===== src/rtl/cia402_pkg.sv =====
// Shared types, codes and helpers for the CiA402 drive state machine.
`default_nettype none
package cia402_pkg;

    localparam logic [15:0] STATUS_VOLTAGE_ENABLED = 16'h0010;

    // Action bit positions in the invoked mask
    localparam int ACT_INIT      = 0;
    localparam int ACT_EN_POWER  = 1;
    localparam int ACT_DIS_POWER = 2;
    localparam int ACT_EN_DRIVE  = 3;
    localparam int ACT_DIS_DRIVE = 4;
    localparam int ACT_QSTOP     = 5;
    localparam int ACT_FAULT     = 6;
    localparam int ACT_COUNT     = 7;

    typedef enum logic [2:0] {
        ST_NOT_READY      = 3'd0,
        ST_SW_DISABLED    = 3'd1,
        ST_READY          = 3'd2,
        ST_SWITCHED_ON    = 3'd3,
        ST_OP_ENABLED     = 3'd4,
        ST_QUICK_STOP     = 3'd5,
        ST_FAULT_REACTION = 3'd6,
        ST_FAULT          = 3'd7
    } t_state;

    typedef enum logic [3:0] {
        CMD_NONE            = 4'd0,
        CMD_SHUTDOWN        = 4'd1,
        CMD_SWITCH_ON       = 4'd2,
        CMD_DISABLE_VOLTAGE = 4'd3,
        CMD_QUICK_STOP      = 4'd4,
        CMD_DISABLE_OP      = 4'd5,
        CMD_ENABLE_OP       = 4'd6,
        CMD_FAULT_RESET     = 4'd7
    } t_cmd;

    localparam logic KIND_CONTROL = 1'b0;
    localparam logic KIND_UPDATE  = 1'b1;

    typedef struct packed {
        logic        state_action_ok;
        logic        fault_handled;
        logic [1:0]  quick_stop_status;
        logic [1:0]  disable_drive_status;
        logic [1:0]  enable_drive_status;
        logic [1:0]  disable_power_status;
        logic [1:0]  enable_power_status;
        logic [1:0]  init_status;
        logic [15:0] ctrl_word;
        logic        kind;
    } t_item;

    typedef struct packed {
        logic                 fault_raised;
        logic                 clear_fault_flags;
        logic [ACT_COUNT-1:0] actions_invoked;
        logic                 cmd_rejected;
        logic [15:0]          drive_status;
        t_state               state_code;
    } t_result;

    function automatic logic [15:0] drive_status_of(input t_state st);
        logic [15:0] w;
        case (st)
            ST_NOT_READY:      w = 16'h0000;
            ST_SW_DISABLED:    w = 16'h0040;
            ST_READY:          w = 16'h0021;
            ST_SWITCHED_ON:    w = 16'h0023 | STATUS_VOLTAGE_ENABLED;
            ST_OP_ENABLED:     w = 16'h0027 | STATUS_VOLTAGE_ENABLED;
            ST_QUICK_STOP:     w = 16'h0007 | STATUS_VOLTAGE_ENABLED;
            ST_FAULT_REACTION: w = 16'h000F | STATUS_VOLTAGE_ENABLED;
            ST_FAULT:          w = 16'h0008;
            default:           w = 16'h0000;
        endcase
        return w;
    endfunction

endpackage
`default_nettype wire


===== src/rtl/cia402_step.sv =====
// Single-beat decode and transition logic of the CiA402 drive state machine.
`default_nettype none
module cia402_step (
    input  wire cia402_pkg::t_item   i_item,
    input  wire cia402_pkg::t_state  i_state,
    input  wire cia402_pkg::t_cmd    i_cmd,
    input  wire                      i_last_fr,
    output cia402_pkg::t_state       o_state,
    output cia402_pkg::t_cmd         o_cmd,
    output logic                     o_last_fr,
    output cia402_pkg::t_result      o_result
);
    import cia402_pkg::*;

    t_state               nxt;
    t_state               fin_state;
    t_cmd                 dec;
    logic                 invalid;
    logic                 clr;
    logic                 faulted;
    logic [ACT_COUNT-1:0] inv;
    logic [ACT_COUNT-1:0] err;
    logic                 fin_init, fin_enp, fin_disp, fin_end, fin_disd, fin_qs;

    assign fin_init = (i_item.init_status == 2'd1);
    assign fin_enp  = (i_item.enable_power_status == 2'd1);
    assign fin_disp = (i_item.disable_power_status == 2'd1);
    assign fin_end  = (i_item.enable_drive_status == 2'd1);
    assign fin_disd = (i_item.disable_drive_status == 2'd1);
    assign fin_qs   = (i_item.quick_stop_status == 2'd1);

    assign err = {1'b0,
                  i_item.quick_stop_status[1],
                  i_item.disable_drive_status[1],
                  i_item.enable_drive_status[1],
                  i_item.disable_power_status[1],
                  i_item.enable_power_status[1],
                  i_item.init_status[1]};

    // control word decode
    always_comb begin
        if (!i_last_fr && i_item.ctrl_word[7]) begin
            dec = CMD_FAULT_RESET;
        end else if (!i_item.ctrl_word[1]) begin
            dec = CMD_DISABLE_VOLTAGE;
        end else if (!i_item.ctrl_word[2]) begin
            dec = CMD_QUICK_STOP;
        end else if (!i_item.ctrl_word[0]) begin
            dec = CMD_SHUTDOWN;
        end else if (i_item.ctrl_word[3]) begin
            dec = CMD_ENABLE_OP;
        end else begin
            dec = CMD_SWITCH_ON;
        end
        if (i_state == ST_OP_ENABLED && dec == CMD_SWITCH_ON) begin
            dec = CMD_DISABLE_OP;
        end
    end

    // transition table
    always_comb begin
        nxt     = i_state;
        invalid = 1'b0;
        clr     = 1'b0;
        inv     = '0;
        case (i_state)
            ST_NOT_READY: begin
                inv[ACT_INIT] = 1'b1;
                if (fin_init) nxt = ST_SW_DISABLED;
            end
            ST_SW_DISABLED: begin
                if (i_cmd == CMD_SHUTDOWN) nxt = ST_READY;
                else if (i_cmd != CMD_DISABLE_VOLTAGE) invalid = 1'b1;
            end
            ST_READY: begin
                if (i_cmd == CMD_SWITCH_ON) begin
                    inv[ACT_EN_POWER] = 1'b1;
                    if (fin_enp) nxt = ST_SWITCHED_ON;
                end else if (i_cmd == CMD_QUICK_STOP || i_cmd == CMD_DISABLE_VOLTAGE) begin
                    inv[ACT_DIS_POWER] = 1'b1;
                    if (fin_disp) nxt = ST_SW_DISABLED;
                end else if (i_cmd == CMD_ENABLE_OP) begin
                    inv[ACT_EN_POWER] = 1'b1;
                    if (fin_enp) begin
                        nxt = ST_SWITCHED_ON;
                        inv[ACT_EN_DRIVE] = 1'b1;
                        if (fin_end) nxt = ST_OP_ENABLED;
                    end
                end else begin
                    invalid = 1'b1;
                end
            end
            ST_SWITCHED_ON: begin
                if (i_cmd == CMD_ENABLE_OP) begin
                    inv[ACT_EN_POWER] = 1'b1;
                    if (fin_enp) begin
                        inv[ACT_EN_DRIVE] = 1'b1;
                        if (fin_end) nxt = ST_OP_ENABLED;
                    end
                end else if (i_cmd == CMD_DISABLE_VOLTAGE || i_cmd == CMD_QUICK_STOP
                             || i_cmd == CMD_SHUTDOWN) begin
                    inv[ACT_DIS_DRIVE] = 1'b1;
                    if (fin_disd) begin
                        inv[ACT_DIS_POWER] = 1'b1;
                        if (fin_disp) begin
                            nxt = (i_cmd == CMD_SHUTDOWN) ? ST_READY : ST_SW_DISABLED;
                        end
                    end
                end else begin
                    invalid = 1'b1;
                end
            end
            ST_OP_ENABLED: begin
                if (i_cmd == CMD_DISABLE_OP) begin
                    inv[ACT_DIS_DRIVE] = 1'b1;
                    if (fin_disd) nxt = ST_SWITCHED_ON;
                end else if (i_cmd == CMD_SHUTDOWN || i_cmd == CMD_DISABLE_VOLTAGE) begin
                    inv[ACT_DIS_DRIVE] = 1'b1;
                    if (fin_disd) begin
                        nxt = ST_SWITCHED_ON;
                        inv[ACT_DIS_POWER] = 1'b1;
                        if (fin_disp) begin
                            nxt = (i_cmd == CMD_SHUTDOWN) ? ST_READY : ST_SW_DISABLED;
                        end
                    end
                end else if (i_cmd == CMD_QUICK_STOP) begin
                    inv[ACT_QSTOP] = 1'b1;
                    if (fin_qs) nxt = ST_QUICK_STOP;
                end else if (i_cmd != CMD_ENABLE_OP) begin
                    invalid = 1'b1;
                end
            end
            ST_QUICK_STOP: begin
                if (i_cmd == CMD_DISABLE_VOLTAGE) begin
                    inv[ACT_DIS_DRIVE] = 1'b1;
                    if (fin_disd) begin
                        inv[ACT_DIS_POWER] = 1'b1;
                        if (fin_disp) nxt = ST_SW_DISABLED;
                    end
                end else if (i_cmd == CMD_ENABLE_OP) begin
                    inv[ACT_EN_DRIVE] = 1'b1;
                    if (fin_end) nxt = ST_OP_ENABLED;
                end else begin
                    invalid = 1'b1;
                end
            end
            ST_FAULT_REACTION: begin
                inv[ACT_FAULT] = 1'b1;
                if (i_item.fault_handled) nxt = ST_FAULT;
            end
            ST_FAULT: begin
                if (i_cmd == CMD_FAULT_RESET) begin
                    inv[ACT_INIT] = 1'b1;
                    if (fin_init) begin
                        clr = 1'b1;
                        nxt = ST_SW_DISABLED;
                    end
                end else begin
                    invalid = 1'b1;
                end
            end
            default: begin
                nxt = i_state;
            end
        endcase
    end

    assign faulted   = (|(inv & err)) || !i_item.state_action_ok;
    assign fin_state = faulted ? ST_FAULT_REACTION : nxt;

    always_comb begin
        if (i_item.kind == KIND_CONTROL) begin
            o_state                    = i_state;
            o_cmd                      = dec;
            o_last_fr                  = i_item.ctrl_word[7];
            o_result.state_code        = i_state;
            o_result.drive_status      = drive_status_of(i_state);
            o_result.cmd_rejected      = 1'b0;
            o_result.actions_invoked   = '0;
            o_result.clear_fault_flags = 1'b0;
            o_result.fault_raised      = 1'b0;
        end else begin
            o_state                    = fin_state;
            o_cmd                      = CMD_NONE;
            o_last_fr                  = i_last_fr;
            o_result.state_code        = fin_state;
            o_result.drive_status      = drive_status_of(fin_state);
            o_result.cmd_rejected      = invalid && (i_cmd != CMD_NONE);
            o_result.actions_invoked   = inv;
            o_result.clear_fault_flags = clr;
            o_result.fault_raised      = faulted;
        end
    end

endmodule
`default_nettype wire


===== src/rtl/cia402_drive_state_machine.sv =====
// Top level of the CiA402 drive state machine with stream input and output.
//
// Input stream: one beat per item. tuser carries kind (0 control word,
// 1 update tick); tdata carries the control word and the drive action results.
// A control word beat latches a pending command decoded from bits 0-3 and 7;
// an update beat applies the drive state transition and clears that command.
// Every input beat yields exactly one output beat with the state code, the
// status word and the per-update flags.
// An input beat is held in the input register, then the transition logic feeds the
// result register. Throughput is one beat per cycle while the receiver keeps
// tready high; the state update of one beat is visible to the next beat.
// Reset (synchronous, active low) returns to not ready to switch on with no
// pending command and empties both registers.
// When the receiver stalls, the result register holds its beat and the input
// register keeps at most one more beat; tready drops once both are full.
`default_nettype none
module cia402_drive_state_machine (
    input  wire         i_clk,
    input  wire         i_rst_n,
    input  wire         i_s_axis_tvalid,
    output logic        o_s_axis_tready,
    // [15:0] ctrl_word, [17:16] init_status, [19:18] enable_power_status,
    // [21:20] disable_power_status, [23:22] enable_drive_status,
    // [25:24] disable_drive_status, [27:26] quick_stop_status,
    // [28] fault_handled, [29] state_action_ok, [31:30] zero
    input  wire  [31:0] i_s_axis_tdata,
    // [0] kind
    input  wire         i_s_axis_tuser,
    output logic        o_m_axis_tvalid,
    input  wire         i_m_axis_tready,
    // [2:0] state_code, [18:3] drive_status, [19] cmd_rejected,
    // [26:20] actions_invoked, [27] clear_fault_flags, [28] fault_raised,
    // [31:29] zero
    output logic [31:0] o_m_axis_tdata
);
    import cia402_pkg::*;

    logic    r_in_valid;
    t_item   r_in;
    logic    r_out_valid;
    t_result r_out;
    t_state  r_state;
    t_cmd    r_cmd;
    logic    r_last_fr;

    t_state  n_state;
    t_cmd    n_cmd;
    logic    n_last_fr;
    t_result n_out;
    logic    advance;

    assign advance         = r_in_valid && (!r_out_valid || i_m_axis_tready);
    assign o_s_axis_tready = !r_in_valid || advance;
    assign o_m_axis_tvalid = r_out_valid;
    assign o_m_axis_tdata  = {3'b000, r_out};

    cia402_step u_step (
        .i_item   (r_in),
        .i_state  (r_state),
        .i_cmd    (r_cmd),
        .i_last_fr(r_last_fr),
        .o_state  (n_state),
        .o_cmd    (n_cmd),
        .o_last_fr(n_last_fr),
        .o_result (n_out)
    );

    always_ff @(posedge i_clk) begin
        if (!i_rst_n) begin
            r_in_valid  <= 1'b0;
            r_out_valid <= 1'b0;
            r_state     <= ST_NOT_READY;
            r_cmd       <= CMD_NONE;
            r_last_fr   <= 1'b0;
        end else begin
            if (o_s_axis_tready) begin
                r_in_valid <= i_s_axis_tvalid;
            end
            if (advance) begin
                r_out_valid <= 1'b1;
                r_state     <= n_state;
                r_cmd       <= n_cmd;
                r_last_fr   <= n_last_fr;
            end else if (i_m_axis_tready) begin
                r_out_valid <= 1'b0;
            end
        end
    end

    always_ff @(posedge i_clk) begin
        if (o_s_axis_tready && i_s_axis_tvalid) begin
            r_in <= {i_s_axis_tdata[29:0], i_s_axis_tuser};
        end
        if (advance) begin
            r_out <= n_out;
        end
    end

    a_fault_state: assert property (@(posedge i_clk) disable iff (!i_rst_n)
        r_out_valid && r_out.fault_raised |-> r_out.state_code == ST_FAULT_REACTION)
        else $error("fault raised without fault reaction state");

    a_clear_state: assert property (@(posedge i_clk) disable iff (!i_rst_n)
        r_out_valid && r_out.clear_fault_flags && !r_out.fault_raised |->
            r_out.state_code == ST_SW_DISABLED)
        else $error("fault clear strobe outside switch on disabled");

    a_update_clears_cmd: assert property (@(posedge i_clk) disable iff (!i_rst_n)
        advance && r_in.kind == KIND_UPDATE |=> r_cmd == CMD_NONE)
        else $error("pending command survived an update");

    a_state_hold: assert property (@(posedge i_clk) disable iff (!i_rst_n)
        !advance |=> $stable(r_state) && $stable(r_cmd))
        else $error("state changed without a processed beat");

    a_control_flags: assert property (@(posedge i_clk) disable iff (!i_rst_n)
        advance && r_in.kind == KIND_CONTROL |=>
            r_out.actions_invoked == '0 && !r_out.cmd_rejected && !r_out.fault_raised)
        else $error("control word beat produced update flags");

endmodule
`default_nettype wire


===== config.mk =====
export PLATFORM = sky130hd
export DESIGN_NAME = cia402_drive_state_machine
export DESIGN_NICKNAME = d
export VERILOG_FILES = /design/src/rtl/cia402_pkg.sv /design/src/rtl/cia402_step.sv /design/src/rtl/cia402_drive_state_machine.sv
export SDC_FILE = /design/constraint.sdc
export NUM_CORES = 1
export LEC_CHECK = 0
export ABC_AREA = 1
export BUFFER_PORTS_ARGS = -buffer_cell sky130_fd_sc_hd__buf_2
export CORE_AREA = 4 4 115 62
export CTS_CLUSTER_DIAMETER = 80
export CTS_CLUSTER_SIZE = 8
export DETAILED_ROUTE_END_ITERATION = 10
export DIE_AREA = 0 0 119 66
export GPL_TIMING_DRIVEN = 0
export PLACE_DENSITY = 0.74
export SYNTH_ARGS = -nofsm -noshare
export SYNTH_HDL_FRONTEND = slang
export SYNTH_SLANG_ARGS = --single-unit

===== constraint.sdc =====
create_clock -name i_clk -period 5 [get_ports i_clk]
set_clock_uncertainty 0.2 [all_clocks]
set_input_delay 0.5 -clock i_clk [delete_from_list [all_inputs] [get_ports i_clk]]
set_output_delay 0.5 -clock i_clk [all_outputs]
set_load 0.05 [all_outputs]

Yosys cells after proc, flatten, opt, wreduce, memory -nomap -nowiden:

Memory sizes are Yosys's and may differ from the RTL's. A register that Yosys moved wholly into a read port is not among the register bits.
Index checks and enable logic that the tools add are counted.

* flip-flop bits (word level): 62
* bits in read-only memories: 112
* input bits: 37
* memories: 2

Memories
* (no name shown): words 8, width 7, rd ports 1, clocked after memory_dff 1, wr ports 0, line cia402_pkg.sv:66 `case (st)`
* (no name shown): words 8, width 7, rd ports 1, clocked after memory_dff 0, wr ports 0, line cia402_pkg.sv:66

* equality and inequality tests: 23
* muxes and demuxes: 88
* bitwise gates (word level): 2
* reductions and logical operators: 22

Operators by type and width (count)
* two-way mux 3 bit: 32
* two-way mux 1 bit: 41
* case mux 3 bit (8 select lines): 1
* two-way mux 4 bit: 5
* two-way mux 19 bit: 1
* == test 4 x 3 -> 1 bit (second input constant): 4
* == test 2 x 1 -> 1 bit (second input constant): 6
* == test 3 bit (second input constant): 4
* == test 4 x 2 -> 1 bit (second input constant): 3
* bitwise AND 7 x 6 -> 7 bit: 1
* OR reduction 7 bit: 1
* == test 3 x 2 -> 1 bit (second input constant): 2
* logical OR 1 bit: 6
* case mux 1 bit (3 select lines): 2
* case mux 1 bit (6 select lines): 1
* logical AND 1 bit: 5
* == test 4 x 1 -> 1 bit (second input constant): 1
* logical NOT 1 bit: 4
* two-way mux 2 bit: 2
* != test 4 x 2 -> 1 bit (second input constant): 1
* != test 4 x 3 -> 1 bit (second input constant): 1
* case mux 1 bit (2 select lines): 2
* case mux 1 bit (4 select lines): 1
* AND reduction 2 bit: 2
* other kinds (6): 6

Longest topological paths before layout:

Gate-level depths: netlist of run 1.

* word-level depth: 12
* gate-level depth with buffers: 17
* depth with buffers taken out: 16

Modules after synthesis:

Synthesis of run 1 repeated with hierarchy kept, for this count alone.

* cells, all modules: 419
* area total of the unflattened synthesis: 3762.4 um2

By module, submodules not included
* cia402_drive_state_machine: instances 1, cells each 129, area an instance 2293.4 um2, seq. area each 2001.9 um2
* cia402_step: instances 1, cells each 290, area an instance 1468.9 um2, seq. area each 0.0 um2

Worst setup path before layout of run 1:

OpenSTA, ideal clock, no wires.

* kind: reg2reg
* from: register r_cmd[2]
* to: register r_out, in the netlist o_m_axis_tdata[7] (data pin)
* library setup time: 252 ps
* data arrival time: 1776 ps
* required time: 4548 ps
* slack: 2772 ps
* cell stages (with the launch flop): 17
* path buffers: 0
* cell sequence: dfxtp_1 inv_2 ha_1 inv_1 nand2_2 a21oi_2 nand2_1 nand2_2 nand3_4 nor2_8 nand2_2 nand2_2 inv_2 nand2_1 nand2_1 nand2_1 nand2_1

* word-level cells in the longest chain between the ends: 12

RTL lines
* start, declared: line cia402_drive_state_machine.sv:43 `t_cmd r_cmd;`
* start signal, assigned: line cia402_drive_state_machine.sv:82 `r_cmd <= n_cmd;`
* == test 4 x 2 -> 1 bit / == test 4 x 3 -> 1 bit (equally long branches)
* logical OR 1 bit: line cia402_step.sv:79, cia402_step.sv:100
* logical OR 1 bit: line cia402_step.sv:101 `|| i_cmd == CMD_SHUTDOWN) begin`
* two-way mux 1 bit: line cia402_step.sv:100 `end else if (i_cmd == CMD_DISABLE_VOLTAGE || i_cmd == CMD_QUICK_STOP`
* two-way mux 1 bit: line cia402_step.sv:94 `if (i_cmd == CMD_ENABLE_OP) begin`
* case mux 1 bit (4 select lines) / case mux 1 bit (3 select lines) (equally long branches): line cia402_step.sv:66 `case (i_state)`
* bitwise AND 7 x 6 -> 7 bit: line cia402_step.sv:168 `assign faulted = (|(inv & err)) || !i_item.state_action_ok;`
* OR reduction 7 bit: line cia402_step.sv:168
* logical OR 1 bit: line cia402_step.sv:168
* two-way mux 3 bit (*): line cia402_step.sv:169 `assign fin_state = faulted ? ST_FAULT_REACTION : nxt;`
* memory read (8 x 7 bit) (*)
* two-way mux 19 bit (*): line cia402_step.sv:172 `if (i_item.kind == KIND_CONTROL) begin`
* end signal, assigned: line cia402_drive_state_machine.sv:95 `r_out <= n_out;`
* end, declared: line cia402_drive_state_machine.sv:41 `t_result r_out;`

Every way passes the cells marked *; elsewhere a longest branch is shown, timed or not.
A chain may end at the register's enable or synchronous reset.

Final worst setup path of run 1:

Ends and elaborated chain as after synthesis.

==> results of run 1 <==
## layout by cell type, fill, tap and decap left out, drive strengths merged, types with 2 or more instances in the layout
cell type	instances
nand3	38
conb	12
nor3	5
nand4	7
edfxtp	39
buf	63
nand2	94
clkbuf	8
a21oi	18
dfxtp	15
o31ai	2
nor2	40
inv	48
o21ai	14
## how the worst min path moves through the flow
stage / start / endpoint / slack (ns) / cells past startpoint
after global routing: i_s_axis_tuser / r_in[0] / 0.17 / 1
after CTS: i_s_axis_tdata[7] / r_in[8] / 0.18 / 1
after global placement: register / o_m_axis_tdata[5] / 0.29 / 2
after floorplan: register / o_m_axis_tdata[7] / 0.28 / 2
after detailed placement: register / o_m_axis_tdata[9] / 0.29 / 2
final: i_s_axis_tdata[7] / r_in[8] / 0.18 / 1
## power by group
group	switching [mW]	total [mW]	leakage, nW	internal (mW)
registers	0.00933	0.518	0.498	0.509
clock network	0.147	0.333	0.0684	0.186
logic	0.143	0.195	1.03	0.0520
## cell usage after synthesis, drive strengths merged (2+ instances only)
| master | n | area, µm² |
|---|---|---|
| dfxtp | 15 | 300.3 |
| nand2 | 94 | 382.9 |
| buf | 18 | 133.9 |
| a21oi | 18 | 97.60 |
| nand3 | 38 | 295.3 |
| nand4 | 7 | 43.79 |
| nor3 | 5 | 30.03 |
| o31ai | 2 | 15.01 |
| edfxtp | 39 | 1171 |
| inv | 47 | 176.4 |
| nor2 | 40 | 193.9 |
| o21ai | 14 | 70.06 |
## stage by stage
stage               utilization, %  std cells  hold WS (ns)
floorplan                        -        358        0.2784
global placement             55.64        491        0.2893
detailed placement           55.64        491        0.2879
CTS                          57.95        499        0.1751
global route                 57.95        499        0.1727
finish                       57.95        499        0.1781
## logic make-up after synthesis
| kind of cell | Yosys count | share of synthesized area (%) |
|---|---|---|
| AOI/OAI and AO/OA | 39 | 7.434 |
| adders and majority gates | 1 | 0.4199 |
| buffers and inverters | 67 | 10.67 |
| DFF | 54 | 49.39 |
| other | 1 | 0.1259 |
| and+or+nand+nor | 185 | 31.96 |
## area by class of cell
cell class | instances | area share (%)
repair buffers | 45 | 6.445
inverters | 48 | 5.156
flip-flops and latches | 54 | 42.11
clock inverters | 1 | 0.1790
multi-input cells | 237 | 35.23
plain buffers | 19 | 3.938
well taps | 88 | 3.151
clock buffers | 7 | 3.795
## worst max-delay path, cell delays in order, from the launching register on
cell and delay, ns:
dfxtp_1 0.44, inv_2 0.10, ha_1 0.28, inv_1 0.12, nand2_2 0.09, a21oi_2 0.19
nand2_1 0.09, nand2_2 0.08, nand3_4 0.09, nor2_8 0.17, nand2_2 0.11, nand2_2 0.09
inv_2 0.03, nand2_1 0.08, nand2_1 0.05, nand2_1 0.05, nand2_1 0.04
## layer usage
layer	share of wire (%)	global-route usage (%)	up-vias
met1	51	26.51	1033
li1	-	-	1249
met3	8.7	4.274	6
met4	1.5	6.349	0
met2	39	26.28	109
met5	0	0	-
==> run metrics, run 1 <==
Root Buffer clkbuf_16; CP Data Arrival Time 2.42 ns; CTS resizes 0; CP Capture Point o_m_axis_tdata[7]; placed inst area 3356 µm²; max-slew violation count 0; Reg2Reg Capture Point o_m_axis_tdata[7]; pin count of the biggest net entering global routing 21; I/O Buffers 45; number of synthesized register bits 54; max-cap viol count 0; FFs w/ async S/R, synth 0%; worst path required time 4.85 ns; Initial Utilization 49.40%; DRC violations left 0; crit path max fanout 7; status finished clean; floorplan core area 6031 µm²; multi-input logic area 1231 µm²; CTS H-tree depth 2; CP Class reg2reg; number of global-route vias before repair 2,172; Hold-fix buffers, CTS 0; initial antenna violation count 0; vias after detailed routing 2,397; gpl congestion 0.9758; num rows 20; ANT cells 0; pre-CTS WS 2.447 ns; Worst-Skew Late Latency 0.29 ns; Tcrit/Tclk final 51.41%; Reg area 1471 µm²; fraction of layout cells with a size suffix above 1 28.22%; Detail Route Antenna Nets 0; Bufs on Longest Clock Path 2; Fill cells 593; DRT Pass-1 Iters 5; worst setup path startpoint r_cmd[2]; Via density 4.804; Final setup viols 0; worst vdd ir 0.2106 mV; GRT Residual Overflow 0; TritonCTS Buffers 5; unrepaired setup endpoints after global routing no; TNS Setup 0 ns; Mapped Area 2979 µm²; Pwr per Cell Area 299.5 nW/µm²; post-synthesis sequential area ratio 49.39%; IO Pins 71; final worst setup slack 2.430 ns; worst reg2reg path startpoint r_cmd[2]; worst slew pin tran 0.7258 ns; clock sink count 54; Reg2Reg Setup Slack 2.43 ns; Post-synth EDFFs 39; Synth Area per Inst 8.585 µm²; Max Clk Rate 389.0 MHz; first-pass GRT wire length 10.96 mm; min-delay worst type in2reg; Synth Warn # 0; final hold vios 0; LEAKAGE 1.594 nW; library cells used by synthesis 35; die height 66 µm; Die ar. 7854 µm²; setup bufs post-CTS 0; total power 1.047 mW; total track usage 18.17%; DIE WIDTH 119 µm; cell area after layout 3495 µm²; Detail Placement HPWL 5.132 mm; kind of start point of the critical path register; Avg WL per Cell 13.09 µm; final net count 448; ys flop type edfxtp_1; Slew HR 51.56%; crit end category register; CTS tree yes; P&R area growth vs syn 17.30%; Syn Inst Count 347; reg2reg path depth 16; min cycle time layout 2.570 ns; final wirelength 6.532 mm; Clk pin slew, worst setup/hold paths 0.07 ns; Initial DRC Count 236
(Power assumes the default switching activity.)
==> run 2, diff against run 1 <==
==> constraint.sdc (replaced) <==
create_clock -name i_clk -period 2.5 [get_ports i_clk]
set_clock_uncertainty 0.2 [all_clocks]
set_input_delay 0.25 -clock i_clk [delete_from_list [all_inputs] [get_ports i_clk]]
set_output_delay 0.25 -clock i_clk [all_outputs]
set_load 0.05 [all_outputs]
==> run 2 against run 1 <==
  * Hold slack worse by 0.17 ns
  * Global-route usage is 1.1 points higher
  * Via count is 4.3% higher
  * First-iteration DRC count decreased by 11%
  * Wire length up 6.9%
  * Clock power up 100%
  * Sequential share of layout area fell by 3.2 points
  * Cell count up 5.0%
  * Clock-buffer cell count unchanged
  * Worst setup slack worse by 2.3 ns
  * Critical endpoint is now o_m_axis_tdata[0]
  * Largest cell class unchanged
  * Highest routed layer unchanged
==> run metrics, run 2 (synthesized netlist as in run 1, its figures left out) <==
status finished clean (unchanged); pin count of the biggest net entering global routing 21 (unchanged); Critical Path Max Stage Delay 0.40 ns (was 0.44 ns); worst path bufs/invs 2 (was 3); cell area after layout 3794 µm² (was 3495 µm²); worst vdd ir 0.4292 mV (was 0.2106 mV); floorplan core area 6031 µm² (unchanged); Tcrit/Tclk final 94.11% (was 51.41%); gpl congestion 0.9758 (unchanged); GR Util met2 29.87% (was 26.28%); Bufs on Longest Clock Path 2 (unchanged); IO Pins 71 (unchanged); worst path required time 2.33 ns (was 4.85 ns); TNS Setup 0 ns (unchanged); vias after detailed routing 2,501 (was 2,397); DIE WIDTH 119 µm (unchanged); kind of start point of the critical path register (unchanged); Clk pin slew, worst setup/hold paths 0.07 ns (about the same); crit end category register (unchanged); number of global-route vias before repair 2,323 (was 2,172); Crit path depth 14 (was 16); final wirelength 6.980 mm (was 6.532 mm); clock sink count 54 (unchanged); Reg2Reg Capture Point o_m_axis_tdata[0] (was o_m_axis_tdata[7]); Worst-Skew Late Latency 0.29 ns (about the same); Initial Utilization 49.40% (unchanged); reg2reg path depth 14 (was 16); total track usage 19.28% (was 18.17%); critical path's slowest cell dfxtp_1 (unchanged); met3 Usage GRT 4.359% (was 4.274%); Via density 4.773 (was 4.804); CTS H-tree depth 2 (unchanged); max-slew violation count 0 (unchanged); Avg WL per Cell 13.32 µm (was 13.09 µm); CTS tree yes (unchanged); I/O Buffers 45 (unchanged); Post-Place Cells 491 (unchanged); num rows 20 (unchanged); multi-input logic area 1274 µm² (was 1231 µm²); final core utilization 62.90% (was 57.95%); most frequent CP cell nand2_1 (unchanged); Die ar. 7854 µm² (unchanged); max-cap viol count 0 (unchanged); most frequent cells in the layout 79 x nand2_1, 45 x buf_2, 39 x edfxtp_1 (was 84 x nand2_1, 47 x buf_2, 39 x edfxtp_1); busiest layer in global routing met2 (was met1); min-delay worst type in2reg (unchanged); final hold vios 0 (unchanged); most common cell after layout, fill and taps aside nand2_1 (unchanged); kind of cell adding the most delay to the critical path simple AND/OR/NAND/NOR gates (unchanged); Pwr per Cell Area 565.5 nW/µm² (was 299.5 nW/µm²); placed inst area 3356 µm² (unchanged); Slew HR 51.10% (was 51.56%); Max Clk Rate 425.0 MHz (was 389.0 MHz); Initial DRC Count 210 (was 236); worst reg2reg path startpoint r_cmd[0] (was r_cmd[2]); first-pass GRT wire length 11.67 mm (was 10.96 mm); initial antenna violation count 0 (unchanged); total power 2.145 mW (was 1.047 mW); Detail Placement HPWL 5.132 mm (unchanged); Fill cells 558 (was 593); Reg area 1478 µm² (was 1471 µm²); fraction of layout cells with a size suffix above 1 30.05% (was 28.22%); LEAKAGE 1.710 nW (was 1.594 nW); CP Data Arrival Time 2.18 ns (was 2.42 ns); die height 66 µm (unchanged); Final setup viols 0 (unchanged); Detail Route Antenna Nets 0 (unchanged); Reg2Reg Setup Slack 0.15 ns (was 2.43 ns); ANT cells 0 (unchanged); CP Capture Point o_m_axis_tdata[0] (was o_m_axis_tdata[7]); Root Buffer clkbuf_16 (unchanged); final net count 473 (was 448); min cycle time layout 2.353 ns (was 2.570 ns); Layout Cells excl Fill 524 (was 499); DRT Pass-1 Iters 4 (was 5); worst setup path startpoint r_cmd[0] (was r_cmd[2]); GRT Residual Overflow 0 (unchanged); TritonCTS Buffers 5 (unchanged); CP Class reg2reg (unchanged); met1 Usage GRT 26.87% (was 26.51%); crit path max fanout 10 (was 7); crit-path cells buf_4, nand2_1, nor2_1, nand2_2, nand2_2, nand2_1, nand2_1, nor2_4, nand3_4, nor2_8, buf_4, nand3_2, nor2_1, o21bai_1 (was inv_2, ha_1, inv_1, nand2_2, a21oi_2, nand2_1, nand2_2, nand3_4, nor2_8, nand2_2, nand2_2, inv_2, nand2_1, nand2_1, nand2_1, nand2_1); P&R area growth vs syn 27.34% (was 17.30%); worst slew pin tran 0.7326 ns (was 0.7258 ns); DRC violations left 0 (unchanged)
[run 2: cell count changes in the layout (fill, tap and decap cells not counted), moves of 3 or more]
cell	delta
dlygate4sd3_1	+20
buf_4	+6
nand2_1	-5
nand2_2	+5
dfxtp_1	-3
inv_4	+3
[run 2: what timing repair did]
item | in CTS | in global routing
gates cloned | 0 | 0
setup endpoints to repair | 2 | 6
hold endpoints to repair | 20 | 0
gates resized for setup | 1 | 20
hold buffers | 20 | 0
buffers inserted | 0 | 5
pin swaps | 0 | 3
[run 2: area by class of cell]
class                           instances  share of cell area (%)
Tap cell                               88                   2.902
Clock inverter                          1                  0.1649
Sequential cell                        54                   38.95
Clock buffer                            7                   3.496
Buffer                                 19                   3.760
Timing Repair Buffer                   70                   12.20
Inverter                               48                   4.947
Multi-Input combinational cell        237                   33.58
[run 2: worst register-to-register path: stages (launching register included)]
cell	delay, ns
dfxtp_1	0.40
buf_4	0.23
nand2_1	0.07
nor2_1	0.20
nand2_2	0.11
nand2_2	0.10
nand2_1	0.05
nand2_1	0.09
nor2_4	0.06
nand3_4	0.08
nor2_8	0.06
buf_4	0.13
nand3_2	0.07
nor2_1	0.06
o21bai_1	0.17
[run 2: layer usage]
layer  vias to the layer above  share of wire, %
met3                         6               7.6
met5                         -                 0
met4                         0               1.2
li1                       1297                 -
met1                      1108                49
met2                        90                42
[run 2: worst min-delay path by stage]
stage	from	end	slack [ns]	cells past startpoint
final	i_rst_n	r_last_fr	0.008	3
after global routing	i_rst_n	r_last_fr	0.05	3
after CTS	i_rst_n	r_last_fr	0.009	3
after detailed placement	i_s_axis_tdata[1]	r_in[2]	0.23	1
after global placement	i_s_axis_tdata[20]	r_in[21]	0.23	1
after floorplan	i_s_axis_tuser	r_in[0]	0.15	0
[run 2: stage by stage]
| step | hold WS (ns) | worst slack (ns) |
|---|---|---|
| after floorplan | 0.1489 | 0.2719 |
| after global placement | 0.2266 | -0.06044 |
| after detailed placement | 0.2281 | -0.05278 |
| after CTS | 0.009067 | 0.02462 |
| after global routing | 0.04555 | -0.01687 |
| final | 0.008402 | 0.1471 |
[run 2: where the power goes]
part	leakage (nW)	internal (mW)	switching (mW)	total [mW]
clock network	0.0684	0.373	0.298	0.671
registers	0.500	1.02	0.0207	1.04
logic	1.14	0.139	0.298	0.437
==> run 3, diff against run 2 <==
--- a/config.mk
+++ b/config.mk
@@ -8,6 +8,7 @@
 export ABC_AREA = 1
 export BUFFER_PORTS_ARGS = -buffer_cell sky130_fd_sc_hd__buf_2
 export CORE_AREA = 4 4 115 62
+export CTS_BUF_LIST = sky130_fd_sc_hd__clkbuf_4 sky130_fd_sc_hd__clkbuf_8
 export CTS_CLUSTER_DIAMETER = 80
 export CTS_CLUSTER_SIZE = 8
 export DETAILED_ROUTE_END_ITERATION = 10
==> run 3 against run 2 <==
  * Die area unchanged
  * Sequential power is essentially flat
  * Wire length shrank 0.19%
  * Core utilization shrank 0.52 points
  * Non-clock buffer count is 2 higher
  * Hold slack better by 0.011 ns
  * Worst setup slack gained 0.0014 ns
  * Highest routed layer unchanged
  * Cell area is 0.82% lower
  * Sequential share of layout area increased by 0.32 points
==> run metrics, run 3 (synthesized netlist as in run 1, its figures left out) <==
status finished clean (unchanged); total track usage 19.03% (was 19.28%); CP Capture Point o_m_axis_tdata[0] (unchanged); reg2reg path depth 14 (unchanged); Bufs on Longest Clock Path 2 (unchanged); CP Data Arrival Time 2.21 ns (was 2.18 ns); Avg WL per Cell 13.25 µm (was 13.32 µm); DRT Pass-1 Iters 4 (unchanged); WHS 0.01980 ns (was 0.008402 ns); Die ar. 7854 µm² (unchanged); cell area after layout 3762 µm² (was 3794 µm²); CTS tree yes (unchanged); num rows 20 (unchanged); fraction of layout cells with a size suffix above 1 30.37% (was 30.05%); P&R area growth vs syn 26.29% (was 27.34%); final hold vios 0 (unchanged); die height 66 µm (unchanged); final net count 475 (was 473); most common cell after layout, fill and taps aside nand2_1 (unchanged); vias after detailed routing 2,513 (was 2,501); number of global-route vias before repair 2,317 (was 2,323); GRT Residual Overflow 0 (unchanged); initial antenna violation count 0 (unchanged); kind of start point of the critical path register (unchanged); LEAKAGE 1.699 nW (was 1.710 nW); CTS H-tree depth 2 (unchanged); final wirelength 6.967 mm (was 6.980 mm); DIE WIDTH 119 µm (unchanged); ANT cells 0 (unchanged); clock sink count 54 (unchanged); Initial Utilization 49.40% (unchanged); min-delay worst type in2reg (unchanged); Fill cells 562 (was 558); Initial DRC Count 168 (was 210); IO Pins 71 (unchanged); DRC violations left 0 (unchanged); crit path max fanout 10 (unchanged); I/O Buffers 45 (unchanged); max-cap viol count 0 (unchanged); first-pass GRT wire length 11.55 mm (was 11.67 mm); min cycle time layout 2.351 ns (was 2.353 ns); min-delay src i_m_axis_tready (was i_rst_n); placed inst area 3356 µm² (unchanged); Via density 4.778 (was 4.773); Pwr per Cell Area 525.4 nW/µm² (was 565.5 nW/µm²); gpl congestion 0.9758 (unchanged); Final setup viols 0 (unchanged); pin count of the biggest net entering global routing 21 (unchanged); floorplan core area 6031 µm² (unchanged); Worst-Skew Late Latency 0.32 ns (was 0.29 ns); most frequent cells in the layout 79 x nand2_1, 45 x buf_2, 39 x edfxtp_1 (unchanged); multi-input logic area 1274 µm² (unchanged); crit end category register (unchanged); Tcrit/Tclk final 94.06% (was 94.11%); TritonCTS Buffers 5 (unchanged); worst vdd ir 0.4435 mV (was 0.4292 mV); Clk pin slew, worst setup/hold paths 0.10 ns (was 0.07 ns); Detail Placement HPWL 5.132 mm (unchanged); worst slew pin tran 0.7369 ns (was 0.7326 ns); Max Clk Rate 425.3 MHz (was 425.0 MHz); Reg2Reg Capture Point o_m_axis_tdata[0] (unchanged); Reg2Reg Setup Slack 0.15 ns (about the same); worst setup path startpoint r_cmd[0] (unchanged); max-slew violation count 0 (unchanged); Reg area 1478 µm² (unchanged); CP Class reg2reg (unchanged); worst path required time 2.36 ns (was 2.33 ns); worst reg2reg path startpoint r_cmd[0] (unchanged); Slew HR 50.82% (was 51.10%); Root Buffer clkbuf_8 (was clkbuf_16); total power 1.977 mW (was 2.145 mW); final core utilization 62.39% (was 62.90%); Detail Route Antenna Nets 0 (unchanged)
==> run 3: area by class of cell <==
class | instances | area share (%)
repair buffers | 72 | 12.84
inverters | 48 | 4.922
flip-flops and latches | 54 | 39.28
plain buffers | 19 | 3.791
well taps | 88 | 2.927
clock buffers | 7 | 2.228
clock inverters | 1 | 0.1663
multi-input cells | 237 | 33.85
==> run 3: worst min-delay path by stage <==
stage,endpoint,cells past startpoint
global placement,r_in[21],1
global route,o_m_axis_tvalid,4
floorplan,r_in[0],0
CTS,o_m_axis_tvalid,4
finish,o_m_axis_tvalid,4
detailed placement,r_in[2],1
==> run 3: layer usage <==
metal / share of wire [%] / track usage [%] / vias to the layer above
li1: - / - / 1298
met1: 48 / 26.97 / 1115
met2: 42 / 29.30 / 88
met3: 8.5 / 4.103 / 12
met4: 1.7 / 5.772 / 0
met5: 0 / 0 / -
==> run 3: worst max-delay path, stage by stage (launching register included) <==
cell and delay [ns]:
dfxtp_1 0.42, buf_4 0.23, nand2_1 0.07, nor2_1 0.19
nand2_2 0.11, nand2_2 0.10, nand2_1 0.06, nand2_1 0.10
nor2_4 0.06, nand3_4 0.08, nor2_8 0.06, buf_4 0.13
nand3_2 0.07, nor2_1 0.06, o21bai_1 0.18
==> run 3: metrics by stage <==
stage          setup slack, ns  cells  setup TNS (ns)
6_report                0.1486    526               0
5_1_grt              -0.005796    526       -0.005796
4_1_cts                0.02249    521               0
3_5_place_dp          -0.05278    491        -0.05649
3_3_place_gp          -0.06044    491        -0.06044
2_1_floorplan           0.2719    358               0
==> run 3: report_power, final <==
part	switching (mW)	internal, mW	leakage (nW)	total, mW
Combinational	0.298	0.140	1.15	0.439
Clock	0.280	0.221	0.0496	0.501
Sequential	0.0204	1.02	0.500	1.04
==> run 3: timing repair <==
| item | 4_1_cts | 5_1_grt |
|---|---|---|
| endpoints found under the setup margin | 2 | 7 |
| gates resized for setup | 1 | 19 |
| hold endpoints to repair | 22 | 0 |
| pin swaps | 0 | 3 |
| buffers inserted | 0 | 5 |
| hold buffers | 22 | 0 |
